### src/design/vp8rtp_pkg.sv
`timescale 1ns / 1ps
// ----------------------------------------------------------------------------
// vp8rtp_pkg
// Shared types and constants of the VP8 RTP packetizer.
// ----------------------------------------------------------------------------
package vp8rtp_pkg;

    localparam int FRAME_LEN_BITS = 24;
    localparam int CMP_W = (FRAME_LEN_BITS > 11) ? FRAME_LEN_BITS : 11;
    localparam int HEADER_BYTES = 13;
    localparam int QUEUE_DEPTH = 4;
    localparam int QPTR_W = $clog2(QUEUE_DEPTH);
    localparam int QCNT_W = $clog2(QUEUE_DEPTH + 1);

    localparam logic [7:0] RTP_VERSION_BYTE = 8'h80;
    localparam logic [7:0] VP8_START_BYTE = 8'h10;
    localparam logic [6:0] TS_DIVISOR = 7'd100;
    localparam logic [15:0] TS_RECIP = 16'd41944;
    localparam int TS_RECIP_SHIFT = 22;

    localparam logic [10:0] RST_MAX_PACKET = 11'd1400;
    localparam logic [6:0] RST_PAYLOAD_TYPE = 7'd96;
    localparam logic [31:0] RST_STREAM_ID = 32'hdeadbeef;

    localparam logic [1:0] REG_MAX_PACKET = 2'd0;
    localparam logic [1:0] REG_MEDIA_START = 2'd1;
    localparam logic [1:0] REG_PAYLOAD_TYPE = 2'd2;
    localparam logic [1:0] REG_STREAM_ID = 2'd3;

    localparam logic CMD_START = 1'b0;
    localparam logic CMD_DATA = 1'b1;

    typedef struct packed {
        logic                      command;
        logic [7:0]                data_byte;
        logic [FRAME_LEN_BITS-1:0] frame_length;
        logic signed [63:0]        time_us;
    } vp8rtp_item_t;

    typedef struct packed {
        logic [7:0] out_byte;
        logic       end_of_datagram;
    } vp8rtp_result_t;

    typedef struct packed {
        logic [7:0]  data_byte;
        logic        open;
        logic        marker;
        logic        start_bit;
        logic        last;
        logic [31:0] ts;
    } vp8rtp_entry_t;

    typedef struct packed {
        logic [6:0]  payload_type;
        logic [31:0] stream_id;
    } vp8rtp_hdr_cfg_t;

endpackage

### src/design/vp8rtp_front.sv
`timescale 1ns / 1ps
// ----------------------------------------------------------------------------
// vp8rtp_front
// Accepts commands, tracks frame and chunk state, computes the RTP timestamp.
// ----------------------------------------------------------------------------
module vp8rtp_front
    import vp8rtp_pkg::*;
(
    input  logic                clk,
    input  logic                rst_n,
    input  logic                push,
    output logic                full,
    input  vp8rtp_item_t        item,
    input  logic [10:0]         max_packet_bytes,
    input  logic signed [63:0]  media_start_us,
    output logic                q_push,
    output vp8rtp_entry_t       q_entry,
    input  logic                q_full
);

    localparam logic [2:0] S_IDLE = 3'd0;
    localparam logic [2:0] S_MUL  = 3'd1;
    localparam logic [2:0] S_ABS  = 3'd2;
    localparam logic [2:0] S_DIV  = 3'd3;
    localparam logic [2:0] S_FIN  = 3'd4;

    logic [2:0]                state_reg, state_next;
    logic [2:0]                cnt_reg, cnt_next;
    logic [63:0]               work_reg, work_next;
    logic [6:0]                rem_reg, rem_next;
    logic                      neg_reg, neg_next;
    logic [31:0]               ts_reg, ts_next;
    logic [FRAME_LEN_BITS-1:0] frame_left_reg, frame_left_next;
    logic [10:0]               chunk_left_reg, chunk_left_next;
    logic                      first_reg, first_next;

    logic              accept;
    logic [10:0]       cap;
    logic [CMP_W-1:0]  frame_ext;
    logic              open;
    logic              marker;
    logic [10:0]       copy;
    logic [10:0]       chunk_cur;
    logic [10:0]       chunk_after;
    logic [14:0]       div_v;
    logic [30:0]       div_prod;
    logic [7:0]        div_q;
    logic [14:0]       div_back;

    assign full   = (state_reg != S_IDLE) || q_full;
    assign accept = push && !full;

    assign cap       = (max_packet_bytes > 11'(HEADER_BYTES))
                     ? max_packet_bytes - 11'(HEADER_BYTES) : 11'd1;
    assign frame_ext = CMP_W'(frame_left_reg);
    assign open      = (chunk_left_reg == 11'd0);
    assign marker    = frame_ext <= CMP_W'(cap);
    assign copy      = marker ? 11'(frame_ext) : cap;
    assign chunk_cur = open ? copy : chunk_left_reg;
    assign chunk_after = chunk_cur - 11'd1;

    // one quotient byte per step by reciprocal multiplication
    assign div_v    = {rem_reg, work_reg[63:56]};
    assign div_prod = {16'd0, div_v} * {15'd0, TS_RECIP};
    assign div_q    = div_prod[TS_RECIP_SHIFT +: 8];
    assign div_back = 15'(div_q) * 15'(TS_DIVISOR);

    assign q_push = accept && (item.command == CMD_DATA)
                  && (frame_left_reg != '0);

    always_comb
    begin
        q_entry.data_byte = item.data_byte;
        q_entry.open      = open;
        q_entry.marker    = marker;
        q_entry.start_bit = first_reg;
        q_entry.last      = (chunk_after == 11'd0);
        q_entry.ts        = ts_reg;
    end

    always_comb
    begin
        state_next      = state_reg;
        cnt_next        = cnt_reg;
        work_next       = work_reg;
        rem_next        = rem_reg;
        neg_next        = neg_reg;
        ts_next         = ts_reg;
        frame_left_next = frame_left_reg;
        chunk_left_next = chunk_left_reg;
        first_next      = first_reg;
        case (state_reg)
            S_IDLE:
            begin
                if (accept && (item.command == CMD_START))
                begin
                    frame_left_next = item.frame_length;
                    chunk_left_next = 11'd0;
                    first_next      = 1'b1;
                    work_next       = 64'(item.time_us - media_start_us);
                    state_next      = S_MUL;
                end
                else if (q_push)
                begin
                    frame_left_next = frame_left_reg - FRAME_LEN_BITS'(1);
                    chunk_left_next = chunk_after;
                    if (open)
                    begin
                        first_next = 1'b0;
                    end
                end
            end
            S_MUL:
            begin
                work_next  = (work_reg << 3) + work_reg;
                state_next = S_ABS;
            end
            S_ABS:
            begin
                neg_next   = work_reg[63];
                work_next  = work_reg[63] ? 64'd0 - work_reg : work_reg;
                rem_next   = 7'd0;
                cnt_next   = 3'd0;
                state_next = S_DIV;
            end
            S_DIV:
            begin
                rem_next  = 7'(div_v - div_back);
                work_next = {work_reg[55:0], div_q};
                cnt_next  = cnt_reg + 3'd1;
                if (cnt_reg == 3'd7)
                begin
                    state_next = S_FIN;
                end
            end
            S_FIN:
            begin
                ts_next    = neg_reg ? 32'd0 - work_reg[31:0] : work_reg[31:0];
                state_next = S_IDLE;
            end
            default:
            begin
                state_next = S_IDLE;
            end
        endcase
    end

    always_ff @(posedge clk or negedge rst_n)
    begin
        if (!rst_n)
        begin
            state_reg      <= S_IDLE;
            cnt_reg        <= 3'd0;
            ts_reg         <= 32'd0;
            frame_left_reg <= '0;
            chunk_left_reg <= 11'd0;
            first_reg      <= 1'b1;
        end
        else
        begin
            state_reg      <= state_next;
            cnt_reg        <= cnt_next;
            ts_reg         <= ts_next;
            frame_left_reg <= frame_left_next;
            chunk_left_reg <= chunk_left_next;
            first_reg      <= first_next;
        end
    end

    always_ff @(posedge clk)
    begin
        work_reg <= work_next;
        rem_reg  <= rem_next;
        neg_reg  <= neg_next;
    end

endmodule

### src/design/vp8rtp_queue.sv
`timescale 1ns / 1ps
// ----------------------------------------------------------------------------
// vp8rtp_queue
// Short queue of classified bytes between the front and back parts.
// ----------------------------------------------------------------------------
module vp8rtp_queue
    import vp8rtp_pkg::*;
(
    input  logic          clk,
    input  logic          rst_n,
    input  logic          q_push,
    input  vp8rtp_entry_t q_entry,
    output logic          q_full,
    output logic          q_valid,
    output vp8rtp_entry_t q_head,
    input  logic          q_pop
);

    vp8rtp_entry_t       mem_reg [QUEUE_DEPTH];
    logic [QPTR_W-1:0]   wr_ptr_reg, wr_ptr_next;
    logic [QPTR_W-1:0]   rd_ptr_reg, rd_ptr_next;
    logic [QCNT_W-1:0]   count_reg, count_next;
    logic                do_push;
    logic                do_pop;

    assign q_full  = (count_reg == QCNT_W'(QUEUE_DEPTH));
    assign q_valid = (count_reg != '0);
    assign q_head  = mem_reg[rd_ptr_reg];
    assign do_push = q_push && !q_full;
    assign do_pop  = q_pop && q_valid;

    always_comb
    begin
        wr_ptr_next = wr_ptr_reg;
        rd_ptr_next = rd_ptr_reg;
        count_next  = count_reg;
        if (do_push)
        begin
            wr_ptr_next = (wr_ptr_reg == QPTR_W'(QUEUE_DEPTH - 1))
                        ? '0 : wr_ptr_reg + QPTR_W'(1);
        end
        if (do_pop)
        begin
            rd_ptr_next = (rd_ptr_reg == QPTR_W'(QUEUE_DEPTH - 1))
                        ? '0 : rd_ptr_reg + QPTR_W'(1);
        end
        if (do_push && !do_pop)
        begin
            count_next = count_reg + QCNT_W'(1);
        end
        else if (do_pop && !do_push)
        begin
            count_next = count_reg - QCNT_W'(1);
        end
    end

    always_ff @(posedge clk or negedge rst_n)
    begin
        if (!rst_n)
        begin
            wr_ptr_reg <= '0;
            rd_ptr_reg <= '0;
            count_reg  <= '0;
        end
        else
        begin
            wr_ptr_reg <= wr_ptr_next;
            rd_ptr_reg <= rd_ptr_next;
            count_reg  <= count_next;
        end
    end

    always_ff @(posedge clk)
    begin
        if (do_push)
        begin
            mem_reg[wr_ptr_reg] <= q_entry;
        end
    end

endmodule

### src/design/vp8rtp_back.sv
`timescale 1ns / 1ps
// ----------------------------------------------------------------------------
// vp8rtp_back
// Emits header bytes ahead of each chunk and the payload bytes after them.
// ----------------------------------------------------------------------------
module vp8rtp_back
    import vp8rtp_pkg::*;
(
    input  logic            clk,
    input  logic            rst_n,
    input  logic            q_valid,
    input  vp8rtp_entry_t   q_head,
    output logic            q_pop,
    input  vp8rtp_hdr_cfg_t hdr_cfg,
    output logic            empty,
    input  logic            pop,
    output vp8rtp_result_t  result
);

    localparam logic [3:0] HB_VERSION = 4'd0;
    localparam logic [3:0] HB_TYPE    = 4'd1;
    localparam logic [3:0] HB_SEQ_HI  = 4'd2;
    localparam logic [3:0] HB_SEQ_LO  = 4'd3;
    localparam logic [3:0] HB_TS_3    = 4'd4;
    localparam logic [3:0] HB_TS_2    = 4'd5;
    localparam logic [3:0] HB_TS_1    = 4'd6;
    localparam logic [3:0] HB_TS_0    = 4'd7;
    localparam logic [3:0] HB_SSRC_3  = 4'd8;
    localparam logic [3:0] HB_SSRC_2  = 4'd9;
    localparam logic [3:0] HB_SSRC_1  = 4'd10;
    localparam logic [3:0] HB_SSRC_0  = 4'd11;
    localparam logic [3:0] HB_DESC    = 4'd12;

    logic [3:0]     idx_reg, idx_next;
    logic           res_valid_reg, res_valid_next;
    vp8rtp_result_t res_reg, res_next;
    logic           load;
    logic           in_hdr;
    logic [7:0]     hdr_byte;

    assign in_hdr = q_head.open && (idx_reg < 4'(HEADER_BYTES));
    assign load   = q_valid && (!res_valid_reg || pop);
    assign q_pop  = load && !in_hdr;
    assign empty  = !res_valid_reg;
    assign result = res_reg;

    always_comb
    begin
        case (idx_reg)
            HB_VERSION: hdr_byte = RTP_VERSION_BYTE;
            HB_TYPE:    hdr_byte = {q_head.marker, hdr_cfg.payload_type};
            HB_SEQ_HI:  hdr_byte = 8'h00;
            HB_SEQ_LO:  hdr_byte = 8'h00;
            HB_TS_3:    hdr_byte = q_head.ts[31:24];
            HB_TS_2:    hdr_byte = q_head.ts[23:16];
            HB_TS_1:    hdr_byte = q_head.ts[15:8];
            HB_TS_0:    hdr_byte = q_head.ts[7:0];
            HB_SSRC_3:  hdr_byte = hdr_cfg.stream_id[31:24];
            HB_SSRC_2:  hdr_byte = hdr_cfg.stream_id[23:16];
            HB_SSRC_1:  hdr_byte = hdr_cfg.stream_id[15:8];
            HB_SSRC_0:  hdr_byte = hdr_cfg.stream_id[7:0];
            HB_DESC:    hdr_byte = q_head.start_bit ? VP8_START_BYTE : 8'h00;
            default:    hdr_byte = 8'h00;
        endcase
    end

    always_comb
    begin
        idx_next       = idx_reg;
        res_next       = res_reg;
        res_valid_next = res_valid_reg;
        if (load)
        begin
            res_valid_next = 1'b1;
            if (in_hdr)
            begin
                res_next.out_byte        = hdr_byte;
                res_next.end_of_datagram = 1'b0;
                idx_next                 = idx_reg + 4'd1;
            end
            else
            begin
                res_next.out_byte        = q_head.data_byte;
                res_next.end_of_datagram = q_head.last;
                idx_next                 = 4'd0;
            end
        end
        else if (pop)
        begin
            res_valid_next = 1'b0;
        end
    end

    always_ff @(posedge clk or negedge rst_n)
    begin
        if (!rst_n)
        begin
            idx_reg       <= 4'd0;
            res_valid_reg <= 1'b0;
        end
        else
        begin
            idx_reg       <= idx_next;
            res_valid_reg <= res_valid_next;
        end
    end

    always_ff @(posedge clk)
    begin
        res_reg <= res_next;
    end

endmodule

### src/design/vp8_rtp_packetizer_top.sv
`timescale 1ns / 1ps
// ----------------------------------------------------------------------------
// vp8_rtp_packetizer_top
// Splits an encoded VP8 frame into RTP datagrams, one byte per transaction.
//
// Input channel: push/full. A start transaction (command 0) gives the frame
// length and capture time; data transactions (command 1) carry frame bytes.
// Result channel: empty/pop, one datagram byte per transaction, with the
// last byte of each datagram flagged.
// A data byte that continues a datagram is written into the internal queue
// and then into the output register before it shows on the result ports.
// Payload bytes run at one per cycle while the receiver keeps up; each
// datagram adds 13 header bytes, during which the short internal queue
// absorbs incoming bytes until full rises. A start transaction holds
// full high while the timestamp is formed; the divide by 100 takes eight
// byte-wide reciprocal steps. When the receiver stalls, the output register
// holds its byte, the queue fills and full goes high; nothing is lost.
// Reset clears the frame state and loads the register defaults. Registers
// sit on an APB port at byte addresses 0, 8, 16 and 24, 64-bit data.
// ----------------------------------------------------------------------------
module vp8_rtp_packetizer_top
    import vp8rtp_pkg::*;
(
    input  logic           clk,
    input  logic           rst_n,
    input  logic           psel,
    input  logic           penable,
    input  logic           pwrite,
    input  logic [4:0]     paddr,
    input  logic [63:0]    pwdata,
    output logic [63:0]    prdata,
    output logic           pready,
    input  logic           push,
    output logic           full,
    input  vp8rtp_item_t   item,
    output logic           empty,
    input  logic           pop,
    output vp8rtp_result_t result
);

    logic [10:0]        max_packet_reg;
    logic signed [63:0] media_start_reg;
    logic [6:0]         payload_type_reg;
    logic [31:0]        stream_id_reg;

    logic               cfg_wr;
    logic [1:0]         cfg_idx;
    logic               q_push;
    vp8rtp_entry_t      q_entry;
    logic               q_full;
    logic               q_valid;
    vp8rtp_entry_t      q_head;
    logic               q_pop;
    vp8rtp_hdr_cfg_t    hdr_cfg;

    assign pready  = 1'b1;
    assign cfg_wr  = psel && penable && pwrite && pready;
    assign cfg_idx = paddr[4:3];

    always_comb
    begin
        case (cfg_idx)
            REG_MAX_PACKET:   prdata = {53'd0, max_packet_reg};
            REG_MEDIA_START:  prdata = media_start_reg;
            REG_PAYLOAD_TYPE: prdata = {57'd0, payload_type_reg};
            REG_STREAM_ID:    prdata = {32'd0, stream_id_reg};
            default:          prdata = 64'd0;
        endcase
    end

    always_ff @(posedge clk or negedge rst_n)
    begin
        if (!rst_n)
        begin
            max_packet_reg   <= RST_MAX_PACKET;
            media_start_reg  <= 64'sd0;
            payload_type_reg <= RST_PAYLOAD_TYPE;
            stream_id_reg    <= RST_STREAM_ID;
        end
        else if (cfg_wr)
        begin
            case (cfg_idx)
                REG_MAX_PACKET:   max_packet_reg   <= pwdata[10:0];
                REG_MEDIA_START:  media_start_reg  <= pwdata;
                REG_PAYLOAD_TYPE: payload_type_reg <= pwdata[6:0];
                REG_STREAM_ID:    stream_id_reg    <= pwdata[31:0];
                default:          ;
            endcase
        end
    end

    assign hdr_cfg.payload_type = payload_type_reg;
    assign hdr_cfg.stream_id    = stream_id_reg;

    vp8rtp_front u_front
    (
        .clk              (clk),
        .rst_n            (rst_n),
        .push             (push),
        .full             (full),
        .item             (item),
        .max_packet_bytes (max_packet_reg),
        .media_start_us   (media_start_reg),
        .q_push           (q_push),
        .q_entry          (q_entry),
        .q_full           (q_full)
    );

    vp8rtp_queue u_queue
    (
        .clk     (clk),
        .rst_n   (rst_n),
        .q_push  (q_push),
        .q_entry (q_entry),
        .q_full  (q_full),
        .q_valid (q_valid),
        .q_head  (q_head),
        .q_pop   (q_pop)
    );

    vp8rtp_back u_back
    (
        .clk     (clk),
        .rst_n   (rst_n),
        .q_valid (q_valid),
        .q_head  (q_head),
        .q_pop   (q_pop),
        .hdr_cfg (hdr_cfg),
        .empty   (empty),
        .pop     (pop),
        .result  (result)
    );

endmodule

### config.mk
export PLATFORM = sky130hd
export DESIGN_NAME = vp8_rtp_packetizer_top
export DESIGN_NICKNAME = d
export VERILOG_FILES = /design/src/design/vp8rtp_pkg.sv /design/src/design/vp8rtp_front.sv /design/src/design/vp8rtp_queue.sv /design/src/design/vp8rtp_back.sv /design/src/design/vp8_rtp_packetizer_top.sv
export SDC_FILE = /design/constraint.sdc
export NUM_CORES = 1
export LEC_CHECK = 0
export BUFFER_PORTS_ARGS = -buffer_cell sky130_fd_sc_hd__buf_2
export CORE_UTILIZATION = 40
export CTS_CLUSTER_SIZE = 30
export DETAILED_ROUTE_END_ITERATION = 10
export PLACE_DENSITY_LB_ADDON = 0.1
export SETUP_SLACK_MARGIN = 0.15
export SLEW_MARGIN = 20
export SYNTH_ARGS = -nofsm -noshare
export SYNTH_HDL_FRONTEND = slang
export SYNTH_SLANG_ARGS = --single-unit
export TNS_END_PERCENT = 50
### constraint.sdc
create_clock -name clk -period 9.39 [get_ports clk]
set_input_delay 1.878 -clock clk [delete_from_list [all_inputs] [get_ports clk]]
set_output_delay 1.878 -clock clk [all_outputs]
set_load 0.02 [all_outputs]
==> impl_metrics.json <==
{
  "whs_ns": 0.477,
  "cts_buffers": 52,
  "dr.pass1.iters": 8,
  "period_minus_slack_ns": 7.13,
  "final_common_cell": "nand2_1",
  "maxCapViolCount": 0,
  "clockBufferDepth": 3,
  "ctsHoldBuffers": 0,
  "cpPeakStageDelay_ns": 0.76,
  "grt_pass1_wl_um": 165000,
  "worstSetupStartpointType": "flop",
  "fmax_ghz": 0.140,
  "synthCells": 3392,
  "vias": 27000,
  "mostFrequentLayoutCells": "296 x nand2_1, 262 x inv_1, 262 x ha_1, 257 x edfxtp_1, 243 x buf_2",
  "chipHeight_um": 292,
  "initial_utilization_pct": 40.7,
  "ys_types": 90,
  "drt_iter0_markers": 2108,
  "ant_nets": 0,
  "tritoncts": "done",
  "place_inst": 4571,
  "ios": 249,
  "rows": 105,
  "io_buffers": 244,
  "rsz0062_at_grt": "no",
  "largest_reg_flops": 176,
  "final_layout_size_suffix_gt1_share_pct": 15.4,
  "pre_cts_slack_ns": 2.37,
  "synth_seq_cells": 457,
  "cp-end-kind": "flop",
  "synth-main-ff-cell": "edfxtp_1",
  "worstPathCellList": "ha_1, ha_1, inv_1, fa_1, inv_1, fa_1, fa_1, ha_1, nand4_1, nor4_1, a2111oi_0, nor3_1, a21oi_1, xnor2_1, ha_1, inv_1, ha_1, a21oi_1, xnor2_1, xnor2_1, xnor2_1, xnor2_1, nor2_1",
  "grt_pass1_vias": 27400,
  "routed_wl_um": 107000,
  "slew_headroom_pct": 27.0,
  "place_hpwl_um": 80600,
  "tightest_slew_ns": 1.10,
  "viasPerCell": 5.78,
  "grt_max_degree": 108,
  "crit_slowest_cell": "edfxtp_1",
  "yosys.area.top_type": "edfxtp_1",
  "fill_cells": 7855,
  "finalSetupViolCount": 0,
  "setup_ws_ns": 2.26,
  "post_cts_buffers": 0,
  "crit_family": "adder cells",
  "insertion_delay_ns": 0.64,
  "routedWlPerCell_um": 22.9,
  "crit_arrival_ns": 7.46,
  "synth.top_cell.area_share_pct": 23.0,
  "yosysWarnings": 0,
  "status": "complete, no violations",
  "min_period_over_period_pct": 76.0,
  "finalWeightedCongestion": 0.920,
  "htreeDepth": 2,
  "avgSynthCellArea_um2": 9.89,
  "synthTopCellsByArea": "edfxtp_1 23%, dfrtp_1 12%, ha_1 9.8%, fa_1 4.3%, o21ai_0 3.6%",
  "crit_fanout": 11,
  "hp-class": "reg2reg",
  "crit_type": "reg2reg",
  "ctsResizeCount": 0,
  "clock_skew_ns": 0.0488,
  "layoutNonFillerInstCount": 4670,
  "synth_edf_count": 257,
  "clk_pin_slew_ns": 0.06,
  "r2r_slack_ns": 2.26,
  "final_max_slew_viol_count": 0,
  "netlist_area_um2": 33500,
  "setup_tns_ns": 0,
  "syn2layout_area_growth_pct": 12.0,
  "path_buf_inv": 3,
  "core_um2": 82500,
  "die-area_um2": 85000,
  "root_buffer": "clkbuf_16",
  "seq_area_frac_synth_pct": 38.0,
  "async_reset_ff_share_pct": 43.8,
  "antenna_found_initial": 1,
  "crit_required_ns": 9.72,
  "track_usage_pct": 24.8,
  "die_x_um": 292,
  "grt.overflow.total": 0,
  "synth_nets": 3899,
  "nNetsFinal": 4062,
  "clock_sinks": 457,
  "drc": 0,
  "final_hold_viol_count": 0
}
[layout make-up]
class,instances,area [µm²],share of cell area [%]
Antenna cell,1,2.50,0.00666
Clock buffer,71,1450,3.87
Inverter,263,987,2.63
Clock inverter,27,323,0.859
Multi-Input combinational cell,2507,19200,51.2
Sequential cell,457,12800,34.0
Tap cell,1070,1340,3.56
Timing Repair Buffer,274,1470,3.92
[through the flow]
step	utilization, %	instance area [µm²]
2_1_floorplan	-	33500
3_3_place_gp	43.4	35800
3_5_place_dp	43.4	35800
4_1_cts	45.5	37600
5_1_grt	45.5	37600
6_report	45.5	37600
[synthesized netlist by cell type, types with 8 or more instances]
cell type	n
a2111oi_0	9
a211oi_1	18
or3_1	29
o221ai_1	17
nand2_1	296
xor2_1	118
a21boi_0	12
buf_1	11
mux4_2	51
o31ai_1	12
nor3b_1	10
o21ai_0	242
xnor2_1	126
nand2b_1	26
nand3_1	72
a222oi_1	36
or4_1	9
ha_1	262
edfxtp_1	257
a311oi_1	8
nor3_1	64
o21a_1	22
clkbuf_1	147
a21o_1	89
o211ai_1	21
o21bai_1	30
nand4_1	37
a31oi_1	23
and3_1	24
nor4_1	20
a21oi_1	216
mux2_2	57
dfrtp_1	167
fa_1	72
nor2_1	175
dfstp_2	33
nor2b_1	41
a221oi_1	16
or2_2	13
and2_1	49
mux2i_1	35
inv_1	262
a22oi_1	43
[routing by layer]
metal	GRT usage (%)	up-vias	wire length [µm]
li1	-	12700	-
met3	2.36	153	4150
met4	8.19	0	3450
met1	31.6	13400	45400
met2	43.9	732	53800
met5	0	-	0
[worst paths after layout]
check	to	cells past startpoint	start
min in group asynchronous	u_front.ts_reg[4]	1	rst_n
setup / recovery	u_front.rem_reg[6]	23	u_front.work_reg[59]
hold reg to reg	u_front.cnt_reg[1]	2	u_front.cnt_reg[1]
max in group asynchronous	media_start_reg[59]	2	rst_n
hold / removal	u_front.cnt_reg[1]	2	u_front.cnt_reg[1]
setup reg to reg	u_front.rem_reg[6]	23	u_front.work_reg[59]
[kinds of logic after synthesis]
family                     count (synthesis)  synth area share, %
adders and majority gates                334                 14.1
buffers and inverters                    428                 4.84
AOI/OAI and AO/OA                        887                 17.1
muxes                                    143                 6.38
DFF                                      457                 38.0
and+or+nand+nor                          897                 13.1
other                                      1               0.0112
xor gates and xnor gates                 245                 6.42
[worst register-to-register path, stage by stage (launching register included)]
cell and delay, ns:
edfxtp_1 0.76, ha_1 0.38, ha_1 0.31, inv_1 0.06
fa_1 0.53, inv_1 0.06, fa_1 0.52, fa_1 0.51
ha_1 0.31, nand4_1 0.10, nor4_1 0.59, a2111oi_0 0.23
nor3_1 0.57, a21oi_1 0.18, xnor2_1 0.34, ha_1 0.31
inv_1 0.06, ha_1 0.24, a21oi_1 0.17, xnor2_1 0.15
xnor2_1 0.15, xnor2_1 0.16, xnor2_1 0.14, nor2_1 0.05
Power is left out: the tool's default activity adds up to more than one toggle a clock period on the data nets, which glitch-free logic cannot reach.
